[src/rtl/bct_pkg.sv]
// ----------------------------------------------------------------------------
// bct_pkg
// Shared types and codes for the block congruence transform unit.
// ----------------------------------------------------------------------------
package bct_pkg;

    // APB configuration port geometry: three 48-bit rows at 8-byte spacing
    localparam int APB_DATA_W = 64;
    localparam int APB_ADDR_W = 5;
    localparam int REG_IDX_LSB = 3;

    // Item kinds carried on the cmd field
    localparam logic CMD_FORCE = 1'b0;
    localparam logic CMD_STIFF = 1'b1;

    typedef enum logic [1:0] {
        REG_T_ROW0 = 2'd0,
        REG_T_ROW1 = 2'd1,
        REG_T_ROW2 = 2'd2
    } t_reg_idx;

    // Control word that travels with each transaction through the pipeline
    typedef struct packed {
        logic valid;
        logic cmd;
        logic last;
    } t_pipe_ctl;

endpackage

[src/rtl/bct_regs.sv]
// ----------------------------------------------------------------------------
// bct_regs
// APB register file holding the three rows of the transform matrix T.
// ----------------------------------------------------------------------------
module bct_regs #(
    parameter int COEF_WIDTH = 16,
    localparam int ROW_W = 3 * COEF_WIDTH
) (
    input  logic                                i_clk,
    input  logic                                i_rst_n,
    input  logic                                i_psel,
    input  logic                                i_penable,
    input  logic                                i_pwrite,
    input  logic [bct_pkg::APB_ADDR_W-1:0]      i_paddr,
    input  logic [bct_pkg::APB_DATA_W-1:0]      i_pwdata,
    output logic [bct_pkg::APB_DATA_W-1:0]      o_prdata,
    output logic                                o_pready,
    output logic [2:0][ROW_W-1:0]               o_t_row
);
    import bct_pkg::*;

    localparam int FRAC = COEF_WIDTH - 2;
    localparam logic [ROW_W-1:0] ONE = ROW_W'(1) << FRAC;

    logic [2:0][ROW_W-1:0]            r_t_row;
    logic [ROW_W+APB_DATA_W-1:0]      wr_ext;
    logic [ROW_W-1:0]                 wr_row;
    logic [APB_DATA_W+ROW_W-1:0]      rd_ext;
    logic [ROW_W-1:0]                 rd_row;
    logic                             wr_en;
    t_reg_idx                         idx;

    assign idx    = t_reg_idx'(i_paddr[APB_ADDR_W-1:REG_IDX_LSB]);
    assign wr_en  = i_psel & i_penable & i_pwrite;
    assign wr_ext = {ROW_W'(0), i_pwdata};
    assign wr_row = wr_ext[ROW_W-1:0];

    always_ff @(posedge i_clk) begin
        if (!i_rst_n) begin
            r_t_row[0] <= ONE;
            r_t_row[1] <= ONE << COEF_WIDTH;
            r_t_row[2] <= ONE << (2 * COEF_WIDTH);
        end else if (wr_en) begin
            unique case (idx)
                REG_T_ROW0: r_t_row[0] <= wr_row;
                REG_T_ROW1: r_t_row[1] <= wr_row;
                REG_T_ROW2: r_t_row[2] <= wr_row;
                default: ;
            endcase
        end
    end

    always_comb begin
        unique case (idx)
            REG_T_ROW0: rd_row = r_t_row[0];
            REG_T_ROW1: rd_row = r_t_row[1];
            REG_T_ROW2: rd_row = r_t_row[2];
            default:    rd_row = '0;
        endcase
    end

    assign rd_ext   = {APB_DATA_W'(0), rd_row};
    assign o_prdata = rd_ext[APB_DATA_W-1:0];
    assign o_pready = 1'b1;
    assign o_t_row  = r_t_row;

endmodule

[config.mk]
export PLATFORM = sky130hd
export DESIGN_NAME = bct_regs
export DESIGN_NICKNAME = d
export VERILOG_FILES = /design/src/rtl/bct_pkg.sv /design/src/rtl/bct_regs.sv
export SDC_FILE = /design/constraint.sdc
export NUM_CORES = 1
export LEC_CHECK = 0
export BUFFER_PORTS_ARGS = -buffer_cell sky130_fd_sc_hd__buf_4
export CAP_MARGIN = 0
export CORE_MARGIN = 5
export CORE_UTILIZATION = 48
export CTS_CLUSTER_DIAMETER = 30
export DETAILED_ROUTE_END_ITERATION = 10
export PLACE_DENSITY = 0.91
export SYNTH_ARGS = -nofsm -noshare
export SYNTH_HDL_FRONTEND = slang
export SYNTH_SLANG_ARGS = --single-unit
[constraint.sdc]
create_clock -name i_clk -period 1.56 [get_ports i_clk]
set_input_delay 0.234 -clock i_clk [delete_from_list [all_inputs] [get_ports i_clk]]
set_output_delay 0.234 -clock i_clk [all_outputs]
set_load 0.01 [all_outputs]
==> results of run 1 <==
## Yosys cell counts
library cell and n:
nor2b_1 5, nand2_1 237, buf_6 4, clkbuf_1 25, buf_2 12, nand3b_1 1
o21ai_0 48, inv_1 1, o211ai_1 1, conb_1 2, buf_12 2, nor3_2 1
buf_1 4, and3_1 1, nand3_1 2, and2_1 1, nor3b_1 1, mux2i_1 191
dfxtp_1 144, buf_8 1, buf_4 24
## power groups by stage
| stage | sequential, uW | clock [uW] | combinational (uW) |
|---|---|---|---|
| 2_1_floorplan | 3860 | 0 | 378 |
| 3_3_place_gp | 3850 | 0 | 691 |
| 3_5_place_dp | 3850 | 0 | 704 |
| 4_1_cts | 3770 | 4440 | 705 |
| 5_1_grt | 3770 | 4620 | 757 |
| 6_report | 3770 | 4370 | 704 |
## metrics by stage
stage	std cells	instance area, um^2	setup WS, ns	total power [uW]	utilization, %
after global placement	1099	8510	0.155	4540	64.3
final	1131	9160	0.0872	8840	69.2
after floorplan	723	6530	0.114	4240	-
after global routing	1131	9160	0.00122	9150	69.2
after detailed placement	1099	8510	0.111	4550	64.3
after CTS	1131	9160	0.00689	8920	69.2
## placed cells by master, fill, tap and decap left out, drive strengths merged
cell | netlist | layout
nor3b | 1 | 1
nor3 | 1 | 1
clkinvlp | 0 | 4
mux2i | 191 | 191
nand2 | 237 | 237
o211ai | 1 | 1
buf | 47 | 272
clkbuf | 25 | 20
dfxtp | 144 | 144
conb | 2 | 17
o21ai | 48 | 48
and2 | 1 | 1
clkinv | 0 | 3
nand3 | 2 | 2
nand3b | 1 | 1
nor2b | 5 | 5
and3 | 1 | 1
bufinv | 0 | 4
inv | 1 | 2
## worst max-delay path by stage
stage | start | to | slack [ns] | cells past startpoint
floorplan | i_paddr[3] | o_prdata[26] | 0.11 | 5
global placement | i_paddr[3] | o_prdata[35] | 0.16 | 5
detailed placement | i_pwrite | o_t_row[26]$_SDFFE_PN0P_ | 0.11 | 5
CTS | o_t_row[34]$_SDFFE_PN0P_ | o_prdata[34] | 0.007 | 3
global route | o_t_row[8]$_SDFFE_PN0P_ | o_prdata[8] | 0.001 | 3
finish | o_t_row[8]$_SDFFE_PN0P_ | o_prdata[8] | 0.09 | 3
## layout make-up
| cell class | instances | area [um^2] |
|---|---|---|
| clock buffer | 20 | 467 |
| clock inverter | 12 | 181 |
| fill | 1009 | 4080 |
| inverter | 1 | 3.75 |
| multi-input combinational | 506 | 3210 |
| sequential | 144 | 2880 |
| tap | 176 | 220 |
| timing repair buffer | 272 | 2190 |
## repair_timing
action,in CTS,in global routing
resized for setup,1,1
hold buffers,0,0
setup endpoints to repair,1,1
## metal layers
metal | vias to the layer above | routed length [um] | track usage [%]
met4 | 0 | 347 | 7.82
li1 | 2796 | - | -
met1 | 2770 | 7470 | 25.3
met3 | 23 | 1220 | 5.76
met5 | - | 0 | 0
met2 | 197 | 9560 | 40.0
## worst min-delay path, cell delays in order
cell and delay (ns):
buf_4 0.09, nand3_1 0.06, o211ai_1 0.08
## cell families (layout without fill, tap and decap cells)
logic type / after synthesis / after routing / share of synthesized area (%)
and+or+nand+nor: 249 / 249 / 15.0
muxes: 191 / 191 / 29.5
other: 2 / 17 / 0.116
buffers and inverters: 73 / 305 / 7.00
AOI/OAI and AO/OA: 49 / 49 / 3.83
DFF: 144 / 144 / 44.5
==> results.py, run 1 <==
metrics = {
    "worst_hold_path": {
        "holdPathStages": 3,
        "hold_end": "o_t_row[142]$_SDFFE_PN1P_",
        "hold_class": "in -> reg",
        "worstHoldStart": "i_pwdata[46]",
    },
    "critical_path": {
        "path_delay_family": "flip-flops",
        "cp_slowest_stage_delay_ns": 0.37,
        "rrSetupSlack_ns": 0.90,
        "reg2reg_depth": 2,
        "startpoint_type": "flip-flop",
        "arrival_ns": 1.24,
        "r2r_start": "o_t_row[84]$_SDFFE_PN0P_",
        "slowest_stage": "dfxtp_1",
        "path_buf_inv": 1,
        "r2r_end": "o_t_row[84]$_SDFFE_PN0P_",
        "cp.required_ns": 1.33,
        "path_max_fanout": 3,
        "path_cells": "mux2i_1 > o21ai_0 > buf_4",
        "crit_type": "reg -> out",
        "endpoint_kind": "output port",
    },
    "power": {
        "swShare_pct": 22.3,
        "p_clk_share_pct": 49.4,
        "p_switching_uw": 1970,
        "power_frac_comb_pct": 8.0,
        "p_int_uw": 6870,
        "worst_ir_drop_vdd_uv": 835,
        "leakagePower_uw": 0.00418,
        "seqPwrFrac_pct": 42.6,
        "powerDensity_mw_per_mm2": 965,
    },
    "grt": {
        "grt_max_degree": 77,
        "track_usage_pct": 22.2,
        "grt_pass1_wl_mm": 28.9,
        "grt_pass1_vias": 5674,
        "grt-ovfl-total": 0,
        "antenna_found_initial": 0,
    },
    "sta": {
        "rsz0062_at_grt": "false",
        "finalCritPeriodShare_pct": 94.4,
        "fmax_ghz": 0.679,
        "fin_setup_tns_ns": 0,
        "slew_viol_final": 0,
        "hold_viol": 0,
        "finalClockSkew_ns": 0,
        "finalSetupViolations": 0,
        "period_needed_ns": 1.47,
        "hold_ws_ns": 0.100,
    },
    "yosys": {
        "seq_area_frac_synth_pct": 44.5,
        "synth_top_area_share_pct": 44.5,
        "yosys.area.top_type": "dfxtp_1",
        "ys_ff_latch": 144,
        "synth_area_leaders": "dfxtp_1 45%, mux2i_1 30%, nand2_1 14%",
        "avgSynthCellArea_um2": 9.14,
        "syn_inst": 708,
        "syn_area_mm2": 0.00647,
        "synthDistinctLibCells": 21,
        "yosys_warnings": 0,
    },
    "status": {
        "outcome": "finished clean",
    },
    "clock_tree": {
        "clock-root-buffer": "clkbuf_16",
        "clock_path_buffers": 2,
        "post-cts-setup-buffers": 0,
        "clkSinkCount": 144,
        "cts_tree": "built",
        "cts.htree.levels": 4,
        "numCtsBuffers": 17,
        "clk_pin_slew_worst_paths_ns": 0.06,
        "clk_latency_ns": 0.40,
    },
    "placement": {
        "place.detailed.hpwl_mm": 13.7,
        "gp_congestion": 0.818,
        "port_buffers": 246,
    },
    "die": {
        "num_rows": 42,
        "die-area_mm2": 0.0159,
        "initial_utilization_pct": 48.9,
        "io_pins": 283,
        "coreArea_mm2": 0.0132,
        "die_h_um": 126,
        "die_w_um": 126,
    },
    "detailed_routing": {
        "drc": 0,
        "routed_wl_mm": 18.6,
        "firstDrtPassIters": 4,
        "drtAntennaViolNets": 0,
        "drtIter0Drc": 330,
        "wire_per_inst_um": 16.4,
        "via_per_inst": 5.12,
        "num_vias": 5786,
    },
    "job": {
        "maxCapViolCount": 0,
    },
    "cells_and_area": {
        "largest_reg_flops": 144,
        "diodes": 0,
        "drive_gt1_share_pct": 32.3,
        "final_nets": 1016,
        "syn_to_final_growth_pct": 41.5,
    },
}
Note: power is estimated with default switching activity, not from simulation.
==> inputs of run 2 (changes only) <==
--- a/config.mk
+++ b/config.mk
@@ -8,10 +8,10 @@
 export BUFFER_PORTS_ARGS = -buffer_cell sky130_fd_sc_hd__buf_4
 export CAP_MARGIN = 0
 export CORE_MARGIN = 5
-export CORE_UTILIZATION = 48
+export CORE_UTILIZATION = 43
 export CTS_CLUSTER_DIAMETER = 30
 export DETAILED_ROUTE_END_ITERATION = 10
-export PLACE_DENSITY = 0.91
+export PLACE_DENSITY = 0.87
 export SYNTH_ARGS = -nofsm -noshare
 export SYNTH_HDL_FRONTEND = slang
 export SYNTH_SLANG_ARGS = --single-unit
==> constraint.sdc (replaced) <==
create_clock -name i_clk -period 1.3 [get_ports i_clk]
set_input_delay 0.195 -clock i_clk [delete_from_list [all_inputs] [get_ports i_clk]]
set_output_delay 0.195 -clock i_clk [all_outputs]
set_load 0.01 [all_outputs]
==> run 2 against run 1 <==
Net effect:
- the flow now finishes with violations (setup timing)
- sequential share of layout area decreased by 0.80 points
- via count is 5.4% higher
- flip-flop and latch count unchanged
- design area grew 6.9%
- highest routed layer unchanged
==> results.py, run 2 (same netlist as run 1, synthesis figures left out) <==
metrics = {
    "sta": {
        "fin_ws_ns": -0.0850,
        "rsz0062_at_grt": "true",
        "period_needed_ns": 1.38,
        "finalClockSkew_ns": 0,
        "finalCritPeriodShare_pct": 107,
        "fmax_ghz": 0.722,
        "slew_viol_final": 0,
        "hold_viol": 0,
        "finalSetupViolations": 24,
    },
    "cells_and_area": {
        "seq_area_mm2": 0.00300,
        "final_common_cell": "buf_4",
        "syn_to_final_growth_pct": 51.3,
        "final_nets": 1072,
        "finalNonFillerCells": 1193,
        "multi_input_comb_area_mm2": 0.00322,
        "diodes": 0,
        "drive_gt1_share_pct": 45.2,
        "design_area_mm2": 0.00979,
        "largest_reg_flops": 144,
        "final_cell_mix": "302 x buf_4, 237 x nand2_1, 190 x mux2i_1",
        "nFillCells": 1132,
    },
    "placement": {
        "dp_cells": 1115,
        "gp_congestion": 0.807,
        "placement.cell_area_mm2": 0.00863,
        "port_buffers": 246,
        "dp_worst_setup_slack_ns": -0.105,
        "place.detailed.hpwl_mm": 14.4,
    },
    "critical_path": {
        "path_cells": "mux2i_1 > o21ai_0 > buf_4",
        "path_delay_family": "flip-flops",
        "r2r_end": "o_t_row[55]$_SDFFE_PN0P_",
        "endpoint_kind": "output port",
        "arrival_ns": 1.19,
        "cp.required_ns": 1.11,
        "cp_slowest_stage_delay_ns": 0.34,
        "crit_type": "reg -> out",
        "reg2reg_depth": 4,
        "startpoint_type": "flip-flop",
        "path_buf_inv": 1,
        "slowest_stage": "dfxtp_2",
        "path_max_fanout": 3,
        "rrSetupSlack_ns": 0.51,
        "r2r_start": "o_t_row[55]$_SDFFE_PN0P_",
    },
    "worst_hold_path": {
        "holdPathStages": 3,
        "hold_class": "in -> reg",
        "worstHoldStart": "i_pwdata[46]",
        "hold_end": "o_t_row[142]$_SDFFE_PN1P_",
    },
    "detailed_routing": {
        "drtIter0Drc": 292,
        "drc": 0,
        "via_per_inst": 5.11,
        "firstDrtPassIters": 4,
        "routed_wl_mm": 20.9,
        "num_vias": 6098,
        "drtAntennaViolNets": 0,
        "wire_per_inst_um": 17.5,
    },
    "grt": {
        "grt_pass1_vias": 6176,
        "grt-ovfl-total": 0,
        "grt_pass1_wl_mm": 32.0,
        "antenna_found_initial": 0,
        "track_usage_pct": 22.4,
        "grt_max_degree": 84,
    },
    "power": {
        "p_int_uw": 8120,
        "p_clk_share_pct": 47.6,
        "seqPwrFrac_pct": 43.2,
        "swShare_pct": 22.5,
        "worst_ir_drop_vdd_uv": 810,
        "p_switching_uw": 2350,
        "powerDensity_mw_per_mm2": 1070,
        "power_frac_comb_pct": 9.2,
        "leakagePower_uw": 0.00455,
    },
    "die": {
        "coreArea_mm2": 0.0146,
        "die-area_mm2": 0.0176,
        "die_w_um": 133,
        "io_pins": 283,
        "initial_utilization_pct": 44.2,
        "num_rows": 44,
        "die_h_um": 133,
    },
    "status": {
        "outcome": "finished with violations",
        "violations": "setup timing",
    },
    "clock_tree": {
        "clkSinkCount": 144,
        "hold_buffers": 0,
        "clock-root-buffer": "clkbuf_16",
        "cts_tree": "built",
        "clock_path_buffers": 2,
        "cts.htree.levels": 4,
        "numCtsBuffers": 17,
        "clk_latency_ns": 0.40,
        "clk_pin_slew_worst_paths_ns": 0.06,
    },
    "job": {
        "maxCapViolCount": 0,
    },
}
run 2: changes by cell type in the layout (fill, tap and decap cells not counted), sizes merged:
cell and delta:
buf +56, clkbuf -1, clkinv +1, clkinvlp -1, inv -1
run 2: what timing repair did:
item	in CTS	in global routing
setup buffers	30	17
resized for setup	111	23
pin swaps	2	10
setup endpoints to repair	48	48
gates cloned	1	0
hold endpoints to repair	0	0
run 2: final cells by class:
type / instances / area share (%)
Timing Repair Buffer: 328 / 28.0
Sequential cell: 144 / 30.7
Tap cell: 184 / 2.35
Multi-Input combinational cell: 506 / 32.9
Inverter: 1 / 0.0383
Clock buffer: 19 / 4.42
Clock inverter: 11 / 1.70
run 2: worst max path at each step:
stage                     depth (start not counted)                     start  slack [ns]                        to
final                                             3  o_t_row[20]$_SDFFE_PN0P_       -0.08              o_prdata[20]
after CTS                                         3  o_t_row[75]$_SDFFE_PN0P_       -0.07              o_prdata[27]
after global placement                            5                i_paddr[3]       -0.07  o_t_row[65]$_SDFFE_PN0P_
after detailed placement                          5                i_paddr[3]       -0.10  o_t_row[48]$_SDFFE_PN0P_
after floorplan                                   5                i_paddr[3]       0.006              o_prdata[26]
after global routing                              3  o_t_row[75]$_SDFFE_PN0P_       -0.11              o_prdata[27]
run 2: metal layers:
metal	routed length [um]	GRT usage [%]	share of wire [%]
met1	8290	24.4	40
met2	10600	40.9	51
met3	1430	6.64	6.8
met4	558	8.55	2.7
met5	0	0	0
run 2: tightest hold or removal path, delay by kind of cell:
family,cells,cell delay [ns]
and+or+nand+nor,1,0.06
buffers and inverters,1,0.09
AOI/OAI and AO/OA,1,0.08
run 2: per-stage QoR:
stage                     setup TNS, ns  power, uW  util, %  hold slack, ns
after floorplan                       0       5090        -           0.357
after global placement            -2.80       5480     58.9           0.454
after detailed placement          -6.05       5500     58.9           0.461
after CTS                         -1.36      10500     65.8          0.0266
after global routing              -3.09      10800     66.9          0.0620
final                            -0.562      10500     66.9          0.0533
run 2: power by group through the flow:
stage	Combinational [uW]	Clock, uW	Sequential (uW)
final	960	4980	4520
after global routing	1020	5250	4530
after CTS	943	5050	4520
after detailed placement	881	0	4620
after global placement	862	0	4620
after floorplan	456	0	4630
==> inputs of run 3 (changes only) <==
--- a/config.mk
+++ b/config.mk
@@ -7,11 +7,13 @@
 export LEC_CHECK = 0
 export BUFFER_PORTS_ARGS = -buffer_cell sky130_fd_sc_hd__buf_4
 export CAP_MARGIN = 0
+export CELL_PAD_IN_SITES_DETAIL_PLACEMENT = 1
+export CELL_PAD_IN_SITES_GLOBAL_PLACEMENT = 2
 export CORE_MARGIN = 5
-export CORE_UTILIZATION = 43
+export CORE_UTILIZATION = 24
 export CTS_CLUSTER_DIAMETER = 30
 export DETAILED_ROUTE_END_ITERATION = 10
-export PLACE_DENSITY = 0.87
+export PLACE_DENSITY = 0.86
 export SYNTH_ARGS = -nofsm -noshare
 export SYNTH_HDL_FRONTEND = slang
 export SYNTH_SLANG_ARGS = --single-unit
==> run 3 against run 2 <==
Net effect:
- the flow still finishes with violations (setup timing)
- highest routed layer unchanged
- clock-buffer cell count unchanged
- critical endpoint is now o_prdata[15]
- design area increased by 4.9%
- wire length increased by 16%
- non-clock buffer count increased by 33
- global-route usage decreased by 6.8 points
- sequential power about the same
- worst setup slack improved by 0.037 ns
- clock power increased by 4.4%
- largest cell class unchanged
- critical path type unchanged
==> results.py, run 3 (same netlist as run 1, synthesis figures left out) <==
metrics = {
    "power": {
        "p_int_uw": 8120,
        "worst_ir_drop_vdd_uv": 517,
        "powerDensity_mw_per_mm2": 1040,
        "leakagePower_uw": 0.00475,
        "power_frac_comb_pct": 9.4,
        "power.total_uw": 10700,
        "swShare_pct": 24.3,
        "seqPwrFrac_pct": 42.1,
        "p_switching_uw": 2600,
        "p_clk_share_pct": 48.5,
    },
    "clock_tree": {
        "numCtsBuffers": 17,
        "cts.htree.levels": 4,
        "clk_latency_ns": 0.40,
        "hold_buffers": 0,
        "clkSinkCount": 144,
        "clock_path_buffers": 2,
        "clock-root-buffer": "clkbuf_16",
        "cts_tree": "built",
        "clk_pin_slew_worst_paths_ns": 0.06,
    },
    "critical_path": {
        "r2r_end": "o_t_row[10]$_SDFFE_PN0P_",
        "endpoint_kind": "output port",
        "rrSetupSlack_ns": 0.51,
        "path_delay_family": "flip-flops",
        "startpoint_type": "flip-flop",
        "arrival_ns": 1.15,
        "r2r_start": "o_t_row[10]$_SDFFE_PN0P_",
        "reg2reg_depth": 3,
        "path_cells": "mux2i_1 > o21ai_1 > buf_4",
        "slowest_stage": "dfxtp_2",
        "cp_slowest_stage_delay_ns": 0.35,
        "path_max_fanout": 3,
        "cp.required_ns": 1.11,
        "crit_type": "reg -> out",
        "path_buf_inv": 1,
    },
    "cells_and_area": {
        "diodes": 0,
        "syn_to_final_growth_pct": 58.7,
        "seq_area_mm2": 0.00301,
        "final_nets": 1105,
        "multi_input_comb_area_mm2": 0.00322,
        "nFillCells": 3122,
        "final_cell_mix": "339 x buf_4, 237 x nand2_1, 190 x mux2i_1",
        "largest_reg_flops": 144,
        "design_area_mm2": 0.0103,
        "finalNonFillerCells": 1385,
        "final_common_cell": "buf_4",
        "drive_gt1_share_pct": 47.7,
    },
    "die": {
        "die_w_um": 174,
        "initial_utilization_pct": 24.2,
        "io_pins": 283,
        "coreArea_mm2": 0.0267,
        "num_rows": 60,
        "die-area_mm2": 0.0303,
        "die_h_um": 174,
    },
    "placement": {
        "port_buffers": 246,
        "place.detailed.hpwl_mm": 16.6,
        "gp_congestion": 0.732,
        "placement.cell_area_mm2": 0.00886,
        "dp_cells": 1274,
    },
    "worst_hold_path": {
        "holdPathStages": 3,
        "hold_end": "o_t_row[142]$_SDFFE_PN1P_",
        "worstHoldStart": "i_pwdata[46]",
        "hold_class": "in -> reg",
    },
    "grt": {
        "grtUsageMet2_pct": 27.6,
        "track_usage_pct": 15.6,
        "grt_pass1_vias": 6671,
        "antenna_found_initial": 0,
        "gr-usage-met1_pct": 18.6,
        "grt.busiest_layer": "met2",
        "grt-ovfl-total": 0,
        "grt_max_degree": 68,
        "grt_pass1_wl_mm": 37.8,
        "met3_usage_pct": 4.98,
    },
    "sta": {
        "finalSetupViolations": 9,
        "fmax_ghz": 0.742,
        "finalCritPeriodShare_pct": 104,
        "period_needed_ns": 1.35,
        "finalClockSkew_ns": 0,
        "hold_viol": 0,
        "slew_viol_final": 0,
        "rsz0062_at_grt": "true",
        "fin_ws_ns": -0.0484,
    },
    "job": {
        "maxCapViolCount": 0,
    },
    "detailed_routing": {
        "num_vias": 6114,
        "drc": 0,
        "firstDrtPassIters": 4,
        "drtAntennaViolNets": 0,
        "via_per_inst": 4.41,
        "routed_wl_mm": 24.2,
        "drtIter0Drc": 231,
        "wire_per_inst_um": 17.5,
    },
    "status": {
        "violations": "setup timing",
        "outcome": "finished with violations",
    },
}
[run 3: area by class of cell]
cell class	count	area share [%]
tap	341	4.15
clock buffer	19	4.41
clock inverter	13	1.69
timing repair buffer	361	29.1
multi-input combinational	506	31.3
inverter	1	0.0365
sequential	144	29.3
[run 3: power groups by stage]
stage | clock network [uW] | registers, uW | logic (uW)
after global routing | 5560 | 4520 | 1090
after detailed placement | 0 | 4620 | 919
after global placement | 0 | 4620 | 907
final | 5200 | 4520 | 1010
after CTS | 5350 | 4520 | 998
after floorplan | 0 | 4630 | 456
[run 3: worst register-to-register path, cell delays in order (launching register included)]
cell	delay [ns]
dfxtp_2	0.35
buf_4	0.12
nand2_1	0.05
mux2i_1	0.19
[run 3: worst max path at each step]
| stage | startpoint | end | slack [ns] | depth (start not counted) |
|---|---|---|---|---|
| CTS | o_t_row[62]$_SDFFE_PN0P_ | o_prdata[14] | -0.12 | 3 |
| global route | o_t_row[63]$_SDFFE_PN0P_ | o_prdata[15] | -0.14 | 3 |
| detailed placement | i_paddr[3] | o_t_row[10]$_SDFFE_PN0P_ | -0.08 | 6 |
| floorplan | i_paddr[3] | o_prdata[26] | 0.006 | 5 |
| global placement | i_paddr[3] | o_prdata[44] | -0.04 | 6 |
| finish | o_t_row[63]$_SDFFE_PN0P_ | o_prdata[15] | -0.05 | 3 |
[run 3: metal layers]
layer  up-vias  share of wire [%]
met5         -                  0
met4         0               0.75
met3        12                6.1
met2       174                 50
met1      2962                 43
li1       2966                  -
[run 3: timing repair]
action                     CTS  global route
hold endpoints to repair     0             0
buffers inserted            68             9
setup endpoints to repair   48            48
pin swaps                   14            16
gates cloned                 1             1
gates resized for setup    126             7
[run 3: metrics by stage]
stage               util, %  worst slack (ns)  TNS (ns)  hold WS [ns]
global placement       33.2           -0.0391     -1.48         0.459
floorplan                 -           0.00595         0         0.357
CTS                    38.0            -0.122    -0.754        0.0273
global route           38.4            -0.141     -3.23        0.0477
finish                 38.4           -0.0484    -0.160        0.0504
detailed placement     33.2           -0.0835     -2.88         0.462
